--- src/sv/twt_pkg.sv ---
// ----------------------------------------------------------------------------
// twt_pkg
// Shared types and constants for the timer wheel table.
// ----------------------------------------------------------------------------
package twt_pkg;

  localparam int SLOT_COUNT  = 16;
  localparam int TIMER_COUNT = 32;
  localparam int SLOT_W      = $clog2(SLOT_COUNT);
  localparam int ID_W        = 5;
  localparam int IDX_W       = $clog2(TIMER_COUNT);
  localparam int CNT_W       = $clog2(TIMER_COUNT + 1);
  localparam int TIME_W      = 32;
  // entry word: slot, deadline, stamp
  localparam int ENTRY_W     = SLOT_W + 2 * TIME_W;

  typedef enum logic [1:0] {
    CMD_ADD    = 2'd0,
    CMD_DELETE = 2'd1,
    CMD_MODIFY = 2'd2,
    CMD_TICK   = 2'd3
  } cmd_t;

  typedef enum logic [2:0] {
    ST_IDLE,
    ST_READ,
    ST_EXEC,
    ST_SCAN,
    ST_EMIT,
    ST_RESP
  } state_t;

  typedef struct packed {
    logic [SLOT_W-1:0] slot;
    logic [TIME_W-1:0] deadline;
    logic [TIME_W-1:0] stamp;
  } entry_t;

  // wheel order: slot, then deadline, newer stamp first, then lower id
  function automatic logic goes_before(entry_t a, logic [IDX_W-1:0] ia,
                                       entry_t b, logic [IDX_W-1:0] ib);
    logic r;
    if (a.slot != b.slot) r = a.slot < b.slot;
    else if (a.deadline != b.deadline) r = a.deadline < b.deadline;
    else if (a.stamp != b.stamp) r = a.stamp > b.stamp;
    else r = ia < ib;
    return r;
  endfunction

endpackage

--- src/sv/twt_ram.sv ---
// ----------------------------------------------------------------------------
// twt_ram
// Generic single-port synchronous RAM, registered read.
// ----------------------------------------------------------------------------
module twt_ram #(
  parameter int WIDTH = 8,
  parameter int DEPTH = 16
) (
  input  logic                     clk,
  input  logic                     we,
  input  logic [$clog2(DEPTH)-1:0] addr,
  input  logic [WIDTH-1:0]         wdata,
  output logic [WIDTH-1:0]         rdata
);
  logic [WIDTH-1:0] mem [DEPTH];

  always_ff @(posedge clk) begin
    if (we) mem[addr] <= wdata;
    rdata <= mem[addr];
  end
endmodule

--- src/sv/timer_wheel_table_core.sv ---
// ----------------------------------------------------------------------------
// timer_wheel_table_core
// Hashed timing wheel of timers with add, delete, modify and tick commands.
// ----------------------------------------------------------------------------
// Timer entries (slot, deadline, stamp) live in one single-port RAM; active
// flags are flip-flops cleared by reset. Add, delete and modify pass through
// a RAM read, an update and write, and a response before their result is
// registered. A tick sweeps the RAM once per reported timer, one entry a
// cycle, keeping the earliest expired entry in wheel order and counting how
// many are due, so the final report is flagged last. There are max(k,1)
// sweeps for k expired timers. Results sit in an output register; the next
// command is taken once it is transferred.
module timer_wheel_table_core
  import twt_pkg::*;
(
  input  logic              clk,
  input  logic              rst_n,
  input  logic              in_valid,
  output logic              in_ready,
  input  logic [1:0]        in_command,
  input  logic [ID_W-1:0]   in_timer_id,
  input  logic [TIME_W-1:0] in_deadline,
  input  logic [TIME_W-1:0] in_extension,
  input  logic [TIME_W-1:0] in_now_time,
  output logic              out_valid,
  input  logic              out_ready,
  output logic              out_status,
  output logic              out_expired_valid,
  output logic [ID_W-1:0]   out_expired_id,
  output logic              out_last,
  input  logic              cfg_we,
  input  logic [TIME_W-1:0] cfg_wdata
);

  state_t state_r, state_nxt;

  logic [TIME_W-1:0]      base_r;
  logic [TIME_W-1:0]      stamp_r;
  logic [TIMER_COUNT-1:0] active_r;

  // captured command
  cmd_t              cmd_r;
  logic [ID_W-1:0]   id_r;
  logic              id_ok_r;
  logic [TIME_W-1:0] dl_r, ext_r, now_r;

  // scan state
  logic [CNT_W-1:0]  scan_r;     // address issued
  logic              rd_vld_r;   // RAM data valid this cycle
  logic [IDX_W-1:0]  rd_idx_r;
  logic              found_r;
  logic [CNT_W-1:0]  cnt_r;      // due timers seen this sweep
  logic [IDX_W-1:0]  best_idx_r;
  entry_t            best_r;

  // output register
  logic              ov_r, os_r, oe_r, ol_r;
  logic [ID_W-1:0]   oid_r;
  logic              ov_load;

  // RAM port
  logic              ram_we;
  logic [IDX_W-1:0]  ram_addr;
  entry_t            ram_wdata, ram_rdata;
  logic [ENTRY_W-1:0] ram_rbits;

  twt_ram #(.WIDTH(ENTRY_W), .DEPTH(TIMER_COUNT)) u_ram (
    .clk  (clk),
    .we   (ram_we),
    .addr (ram_addr),
    .wdata(ram_wdata),
    .rdata(ram_rbits)
  );
  assign ram_rdata = entry_t'(ram_rbits);

  logic id_ok;
  assign id_ok = {1'b0, in_timer_id} < (ID_W+1)'(TIMER_COUNT) ;

  // exec helpers for add/modify
  logic [TIME_W:0]   sum;
  logic [TIME_W-1:0] new_dl;
  logic              id_act;
  logic              cand;
  logic              exec_ok;
  assign id_act = active_r[id_r[IDX_W-1:0]];
  assign sum    = {1'b0, ram_rdata.deadline} + {1'b0, ext_r};
  assign new_dl = (cmd_r == CMD_ADD) ? dl_r
                : (sum[TIME_W] ? {TIME_W{1'b1}} : sum[TIME_W-1:0]);
  assign cand   = rd_vld_r && active_r[rd_idx_r] && ram_rdata.deadline <= now_r;
  assign exec_ok = id_ok_r && ((cmd_r == CMD_ADD) ? (!id_act && new_dl >= base_r)
                 : (id_act && (cmd_r == CMD_DELETE || new_dl >= base_r)));
  assign ov_load = ((state_r == ST_EMIT) || (state_r == ST_RESP)) && (!ov_r || out_ready);

  // next state
  always_comb begin
    state_nxt = state_r;
    case (state_r)
      ST_IDLE: if (in_valid && in_ready) begin
        state_nxt = (cmd_t'(in_command) == CMD_TICK) ? ST_SCAN : ST_READ;
      end
      ST_READ: state_nxt = ST_EXEC;
      ST_EXEC: state_nxt = ST_RESP;
      ST_SCAN: if (!rd_vld_r && scan_r == CNT_W'(TIMER_COUNT)) begin
        state_nxt = ST_EMIT;
      end
      ST_EMIT: if (!ov_r || out_ready) begin
        state_nxt = (found_r && cnt_r != CNT_W'(1)) ? ST_SCAN : ST_IDLE;
      end
      ST_RESP: if (!ov_r || out_ready) state_nxt = ST_IDLE;
      default: state_nxt = ST_IDLE;
    endcase
  end

  // outputs of the FSM
  always_comb begin
    ram_we    = 1'b0;
    ram_addr  = id_r[IDX_W-1:0];
    ram_wdata = '{slot: SLOT_W'(new_dl - base_r), deadline: new_dl, stamp: stamp_r};
    case (state_r)
      ST_SCAN: ram_addr = scan_r[IDX_W-1:0];
      ST_EXEC: ram_we = (cmd_r != CMD_DELETE) && exec_ok;
      default: ;
    endcase
  end

  assign in_ready = (state_r == ST_IDLE) && !ov_r;
  assign out_valid = ov_r;
  assign out_status = os_r;
  assign out_expired_valid = oe_r;
  assign out_expired_id = oid_r;
  assign out_last = ol_r;

  always_ff @(posedge clk) begin
    if (!rst_n) begin
      state_r  <= ST_IDLE;
      base_r   <= '0;
      stamp_r  <= '0;
      active_r <= '0;
      ov_r     <= 1'b0;
      rd_vld_r <= 1'b0;
      scan_r   <= '0;
      found_r  <= 1'b0;
      cnt_r    <= '0;
    end else begin
      state_r <= state_nxt;
      if (cfg_we) base_r <= cfg_wdata;
      if (ov_load) ov_r <= 1'b1;
      else if (out_ready) ov_r <= 1'b0;
      rd_vld_r <= (state_r == ST_SCAN) && (scan_r != CNT_W'(TIMER_COUNT));
      case (state_r)
        ST_IDLE: if (in_valid && in_ready) begin
          cmd_r   <= cmd_t'(in_command);
          id_r    <= in_timer_id;
          id_ok_r <= id_ok;
          dl_r    <= in_deadline;
          ext_r   <= in_extension;
          now_r   <= in_now_time;
          scan_r  <= '0;
          found_r <= 1'b0;
          cnt_r   <= '0;
        end
        ST_EXEC: begin
          os_r <= !exec_ok;
          // add touches the flag only on success; delete/modify of an active timer
          if (id_ok_r && ((cmd_r == CMD_ADD) ? exec_ok : id_act)) begin
            active_r[id_r[IDX_W-1:0]] <= exec_ok && (cmd_r != CMD_DELETE);
          end
          if (ram_we) stamp_r <= stamp_r + TIME_W'(1);
        end
        ST_SCAN: begin
          if (scan_r != CNT_W'(TIMER_COUNT)) begin
            rd_idx_r <= scan_r[IDX_W-1:0];
            scan_r   <= scan_r + CNT_W'(1);
          end
          if (cand) cnt_r <= cnt_r + CNT_W'(1);
          if (cand && (!found_r ||
              goes_before(ram_rdata, rd_idx_r, best_r, best_idx_r))) begin
            found_r    <= 1'b1;
            best_r     <= ram_rdata;
            best_idx_r <= rd_idx_r;
          end
        end
        ST_EMIT: if (!ov_r || out_ready) begin
          os_r  <= 1'b0;
          if (found_r) begin
            // the report is final only when one timer was due in this sweep
            oe_r  <= 1'b1;
            oid_r <= ID_W'(best_idx_r);
            ol_r  <= (cnt_r == CNT_W'(1));
            active_r[best_idx_r] <= 1'b0;
          end else begin
            oe_r  <= 1'b0;
            oid_r <= '0;
            ol_r  <= 1'b1;
          end
          scan_r  <= '0;
          found_r <= 1'b0;
          cnt_r   <= '0;
        end
        ST_RESP: if (!ov_r || out_ready) begin
          oe_r  <= 1'b0;
          oid_r <= '0;
          ol_r  <= 1'b1;
        end
        default: ;
      endcase
    end
  end

  // assertions
  a_one_result: assert property (@(posedge clk) disable iff (!rst_n)
    (in_valid && in_ready) |=> !in_ready) else $error("accepted while busy");
  a_ram_we_exec: assert property (@(posedge clk) disable iff (!rst_n)
    ram_we |-> state_r == ST_EXEC) else $error("RAM written outside update");
  a_out_hold: assert property (@(posedge clk) disable iff (!rst_n)
    (out_valid && !out_ready) |=> out_valid) else $error("result dropped");

endmodule

--- config.mk ---
export PLATFORM = sky130hd
export DESIGN_NAME = timer_wheel_table_core
export DESIGN_NICKNAME = d
export VERILOG_FILES = /design/src/sv/twt_pkg.sv /design/src/sv/twt_ram.sv /design/src/sv/timer_wheel_table_core.sv
export SDC_FILE = /design/constraint.sdc
export NUM_CORES = 2
export LEC_CHECK = 0
export ABC_AREA = 1
export ABC_CLOCK_PERIOD_IN_PS = 10400
export BUFFER_PORTS_ARGS = -buffer_cell sky130_fd_sc_hd__buf_4
export CAP_MARGIN = 30
export CELL_PAD_IN_SITES_DETAIL_PLACEMENT = 1
export CELL_PAD_IN_SITES_GLOBAL_PLACEMENT = 2
export CORE_MARGIN = 10
export CORE_UTILIZATION = 48
export CTS_BUF_LIST = sky130_fd_sc_hd__clkbuf_4
export DETAILED_ROUTE_END_ITERATION = 6
export PLACE_DENSITY_LB_ADDON = 0.2
export SYNTH_ARGS = -nofsm -noshare
export SYNTH_HDL_FRONTEND = slang
export SYNTH_SLANG_ARGS = --single-unit
export TNS_END_PERCENT = 10
--- constraint.sdc ---
create_clock -name clk -period 10.4 [get_ports clk]
set_input_delay 1.56 -clock clk [delete_from_list [all_inputs] [get_ports clk]]
set_output_delay 1.56 -clock clk [all_outputs]
set_load 0.1 [all_outputs]
* Word level (Yosys, flattened, before mapping)
Memories as Yosys holds them, arrays and structs flattened. A register that Yosys moved wholly into a read port is not among the register bits.
Index checks and enable logic that the tools add are counted.
** Cells by class
- Multiplexer cells :: 57
- Order comparisons :: 11
- Add/subtract/negate cells :: 5
- Bitwise operators :: 2
- Eq/ne operators :: 24
- Reduce and logical (&&, ||, !) cells :: 40
** Operator list (number)
- $mux 32 :: 5
- $ne 32x32->1 :: 2
- $pmux 32 s2 :: 1
- $pmux 6 s3 :: 2
- $add 32x32->33 :: 1
- $add 32x1->32 const B :: 1
- $and 32x32->32 :: 1
- $bwmux 32 :: 1
- $ge 32x32->1 :: 1
- $gt 32x32->1 :: 1
- $le 32x32->1 :: 1
- $lt 32x32->1 :: 1
- $not 32->32 :: 1
- $mux 1 :: 24
- $mux 6 :: 4
- $reduce_and 4->1 :: 6
- $mux 5 :: 4
- $lt 5x6->1 const B :: 3
- $pmux 3 s6 :: 1
- $logic_and 1x1->1 :: 14
- $add 6x1->6 const B :: 2
- $mux 3 :: 4
- $reduce_and 3->1 :: 4
- $bmux 1 s5 :: 2
- 28 further kinds :: 52
** Word-level totals
- Word-level logic and storage cells :: 163
- Input bits :: 140
- Memories kept :: 1
- Flip-flop bits (word level) :: 303
- Bits in writable memories :: 2176
- Output and inout bits :: 10
** Memory list
- u_ram.mem :: depth 32, bits a word 68, rd ports 1, clocked after Yosys merged registers in 1, wr ports 1, RTL line twt_ram.sv:15 : logic [WIDTH-1:0] mem [DEPTH];

* Longest topological paths before layout
- Depth after elaboration :: 11
- Mapped depth :: 31

* By module
Synthesis repeated with hierarchy kept, for this count alone.
** Second synthesis, totals
- Cells, all modules :: 11033
- Area total of the unflattened synthesis :: 110064.3 um2
** By module, submodules not included
- twt_ram :: area an instance 91086.1 um2, sequential area each 66704.0 um2, times used 1, cells an instance 8638
- timer_wheel_table_core :: area an instance 18978.2 um2, sequential area each 7957.6 um2, times used 1, cells an instance 2395

* Worst setup path after synthesis
No wires, ideal clock.
- Path type :: register -> register
- Start point :: register ext_r[0]
- End point :: memory u_ram.mem[0][0] (netlist name), enable pin
- Data required time :: 9.906 ns
- Setup time :: 0.494 ns
- Setup slack :: 2.431 ns
- Data arrival time :: 7.475 ns
- Stages on the path, launching flop included :: 25
- Cell sequence :: edfxtp_1 ha_1 fa_1 nand3_1 nand2_1 a21oi_1 o21ai_0 nand2_1 nand2_1 a21oi_2 buf_2 a41oi_1 ha_1 nand2_1 nor2_1 nand2_1 nor2_1 nand3_1 nand3_1 nand3_2 nand2_1 nand3_2 nor2_4 nand2_2 nor2_1
** On the way
- Word-level cells in the longest chain between the ends :: 11
- Elaborated cells between the ends (all ways) :: 12
** Ends and longest elaborated chain
- start: declaration :: RTL line timer_wheel_table_core.sv:45 : logic [TIME_W-1:0] dl_r, ext_r, now_r;
- start signal: assignment :: RTL line timer_wheel_table_core.sv:156 : ext_r <= in_extension;
- $add 32x32->33 (*) :: RTL line timer_wheel_table_core.sv:86 : assign sum = {1'b0, ram_rdata.deadline} + {1'b0, ext_r};
- $mux 32 (*) :: RTL line timer_wheel_table_core.sv:88 : : (sum[TIME_W] ? {TIME_W{1'b1}} : sum[TIME_W-1:0]);
- $mux 32 (*) :: RTL line timer_wheel_table_core.sv:87 : assign new_dl = (cmd_r == CMD_ADD) ? dl_r
- named net new_dl[29] :: RTL line timer_wheel_table_core.sv:81 : logic [TIME_W-1:0] new_dl;
- $ge 32x32->1 (*) :: RTL line timer_wheel_table_core.sv:90, timer_wheel_table_core.sv:91
- $logic_or 1x1->1 :: RTL line timer_wheel_table_core.sv:91 : : (id_act && (cmd_r == CMD_DELETE || new_dl >= base_r)));
- $logic_and 1x1->1 :: RTL line timer_wheel_table_core.sv:91
- $mux 1 (*) :: RTL line timer_wheel_table_core.sv:90 : assign exec_ok = id_ok_r && ((cmd_r == CMD_ADD) ? (!id_act && new_dl >= base_r)
- $logic_and 1x1->1 (*) :: RTL line timer_wheel_table_core.sv:121 : ST_EXEC: ram_we = (cmd_r != CMD_DELETE) && exec_ok;
- $mux 1 (*) :: RTL line timer_wheel_table_core.sv:119 : case (state_r)
- $mux 1 (*) :: RTL line twt_ram.sv:18 : if (we) mem[addr] <= wdata;
- $mux 1 (implied by the code) (*) :: RTL line twt_ram.sv:18
- end: declaration :: RTL line twt_ram.sv:15
Mark *: on every way through the listed nets, which the timed path passes. The rest lies on a longest branch.

* Worst setup path after layout
- Start point :: register ext_r[0]
- End point :: memory u_ram.mem[11][29] (netlist name), enable pin
Same word-level chain as after synthesis.

==> results.sh <==
export IMPL_antenna_left=0
export IMPL_viasPerCell=6.101
export IMPL_drt_iter0_markers=7313
export IMPL_power_density_nw_per_um2=218.7
export IMPL_cts_buffers=664
export IMPL_die_area_um2=226600
export IMPL_synth_common_cells="edfxtp_1 (2365), a22oi_1 (1088), a21oi_1 (758)"
export IMPL_pin_count=150
export IMPL_slew_headroom=0.2726
export IMPL_drv_cap=0
export IMPL_netlist_area_leader_share=0.7114
export IMPL_synth_area_per_cell_um2=14.37
export IMPL_synth_async_sr_flop_share=0
export IMPL_worstSetupPathType="reg2reg"
export IMPL_rsz0062_at_grt="false"
export IMPL_routed_top_layer="met5"
export IMPL_place_congestion=0.8838
export IMPL_routed_wl_mm=328.0
export IMPL_dr_pass1_iters=5
export IMPL_syn_instance_count=6945
export IMPL_die_w_um=476.0
export IMPL_cts_root_buf="clkbuf_4"
export IMPL_critPathLaunchType="register"
export IMPL_critPathArrivalTime_ps=9360
export IMPL_syn_num_nets=7260
export IMPL_cp_max_fo=33
export IMPL_finish_utilization=0.5482
export IMPL_clk_latency_ps=1450
export IMPL_drcViolationCount=0
export IMPL_ir_drop_v=0.0001406
export IMPL_drt_wirelength_per_cell_um=30.24
export IMPL_grt_usage=0.2824
export IMPL_hold_ws_ps=362.1
export IMPL_worstMarginPinSlew_ps=1088
export IMPL_drv_slew=0
export IMPL_timing_setup_tns_ps=0
export IMPL_vias=66170
export IMPL_max_freq_mhz=120.0
export IMPL_grt_max_degree=159
export IMPL_synth_cell_type_count=49
export IMPL_ys_warn_count=0
export IMPL_rows=167
export IMPL_fin_area_um2=113500
export IMPL_cpMaxStageDelayCell="nor2_4"
export IMPL_hold_viol=0
export IMPL_leakagePower_nw=38.92
export IMPL_drive_gt1_frac=0.1884
export IMPL_synth_most_common_cell="edfxtp_1"
export IMPL_clkSinkCount=2547
export IMPL_die_h_um=476.0
export IMPL_nFillCells=20260
export IMPL_ctsResizeCount=0
export IMPL_synth_cell_area_um2=99830
export IMPL_layout_worst_path_cycle_share=0.8015
export IMPL_setup_viol=0
export IMPL_yosysSeqAreaShare=0.7479
export IMPL_hold_buffers=0
export IMPL_grt_pass1_wl_mm=470.4
export IMPL_dpl_instance_area_um2=104800
export IMPL_dp_final_hpwl_mm=188.5
export IMPL_clk_pin_slew_worst_paths_ps=60
export IMPL_port_buffer_count=149
export IMPL_timing_critical_path_mode_cell="nand2_1"
export IMPL_layout_nets=7890
export IMPL_wl_met1_mm=131.5
export IMPL_ys_top_cells_by_area="edfxtp_1 (71%), a22oi_1 (8.2%), a21oi_1 (3.8%), dfxtp_1 (3.6%), ha_1 (2.2%)"
export IMPL_fin_crit_ps=8336
export IMPL_wl_met3_mm=25.72
export IMPL_grt_ovfl_total=0
export IMPL_cp_end_kind="register"
export IMPL_ff_latch_area_um2=74690
export IMPL_htreeDepth=6
export IMPL_yosysTopAreaCell="edfxtp_1"
export IMPL_cts_tree="done"
export IMPL_synth_top_flop_cell="edfxtp_1"
export IMPL_wl_met2_mm=157.6
export IMPL_multi_input_area_um2=22700
export IMPL_antenna_found_initial=20
export IMPL_cts_path_max_buffers=4
export IMPL_fin_cells=10850
export IMPL_status="completed"
export IMPL_post_cts_buffers=0
export IMPL_hp_class="in2reg"
export IMPL_cp_required_ps=11420
export IMPL_grt_pass1_vias=68590
export IMPL_core_region_area_um2=207100
export IMPL_synth_edf_count=2365
export IMPL_start_util=0.4821
export IMPL_ys_seq_elements=2547
export IMPL_dp_cells=9684
export IMPL_syn2layout_area_growth_pct=13.72
export IMPL_max_stage_delay_ps=800
export IMPL_clock_skew_ps=149.7
## area by class of cell
| cell class | count | area share |
|---|---|---|
| clock buffers | 1016 | 0.06719 |
| flip-flops and latches | 2547 | 0.6579 |
| multi-input cells | 3718 | 0.1999 |
| diodes | 9 | 0.0001984 |
| clock inverters | 123 | 0.006646 |
| inverters | 321 | 0.01105 |
| repair buffers | 323 | 0.02630 |
| well taps | 2788 | 0.03073 |
## path summary, 6_finish.rpt
| path | depth (start not counted) | start | slack [ps] | end |
|---|---|---|---|---|
| setup reg to reg | 29 | ext_r[0] | 2060 | u_ram.mem[11][29] |
| hold / removal | 1 | in_timer_id[4] | 360 | id_r[4] |
| hold reg to reg | 0 | u_ram.rdata[27] | 420 | best_r[27] |
| setup / recovery | 29 | ext_r[0] | 2060 | u_ram.mem[11][29] |
## cells in the final DEF, fill, tap and decap left out, types with 10 or more instances in the layout
cell type / count
o21bai_1: 10
clkinv_1: 92
nand2_1: 556
xnor2_1: 18
edfxtp_1: 2365
buf_12: 31
clkbuf_4: 1017
dfxtp_1: 158
nor2_4: 38
nor3_1: 181
or2_2: 16
a22oi_1: 1088
dfxtp_2: 24
buf_4: 279
nor2_1: 294
inv_2: 23
or2_1: 96
inv_1: 296
bufinv_16: 10
xor2_1: 36
nor4_1: 10
nand4_1: 92
o21ai_0: 109
ha_1: 173
a21oi_1: 757
nand3_1: 131
or2_0: 29
## flip-flops by register name, indices dropped and copies added, names as in the netlist
name	flops
u_ram.mem	2176
best_r	68
u_ram.rdata	68
active_r	32
base_r	32
dl_r	32
ext_r	32
now_r	32
stamp_r	32
cnt_r	6
scan_r	6
best_idx_r	5
id_r	5
out_expired_id	5
rd_idx_r	5
state_r	3
cmd_r	2
found_r	1
out_expired_valid	1
out_last	1
out_status	1
out_valid	1
rd_vld_r	1
## critical path: cells and delay by family, from the launching register on
| family | cells | cell delay, ps |
|---|---|---|
| buffers and inverters | 4 | 1290 |
| flip-flops | 1 | 370 |
| AO/OA/AOI/OAI | 3 | 1110 |
| AND/OR/NAND/NOR | 19 | 3930 |
| adder cells (fa/ha/maj) | 3 | 1190 |
## through the flow
| stage | setup slack (ps) | power, mW |
|---|---|---|
| after floorplan | 2431 | 14.46 |
| after global placement | 2064 | 16.05 |
| after detailed placement | 1981 | 16.19 |
| after CTS | 1984 | 24.93 |
| after global routing | 1554 | 25.88 |
| final | 2064 | 24.83 |
## metal layers
metal  global-route usage  up-vias
met5                    0        -
met4               0.1196        4
met3              0.05364      614
met2               0.4576     3192
met1               0.3746    33970
li1                     -    28380
## where the power goes
group,internal (mW),switching [mW]
Clock,4.67,4.11
Sequential,12.1,0.136
Combinational,0.963,2.89
Total,17.7,7.13
## cells by family (layout without fill, tap and decap cells)
family	Yosys count	after routing	share of synthesized area
flops	2547	2547	0.7479
compound gates	2008	2008	0.1292
simple gates	1479	1479	0.06698
buf+inv	680	1783	0.02887
fa+ha+maj	175	175	0.02208
xor+xnor	56	56	0.004913
other cells	0	9	0
Note: power is estimated with default switching activity, not from simulation.
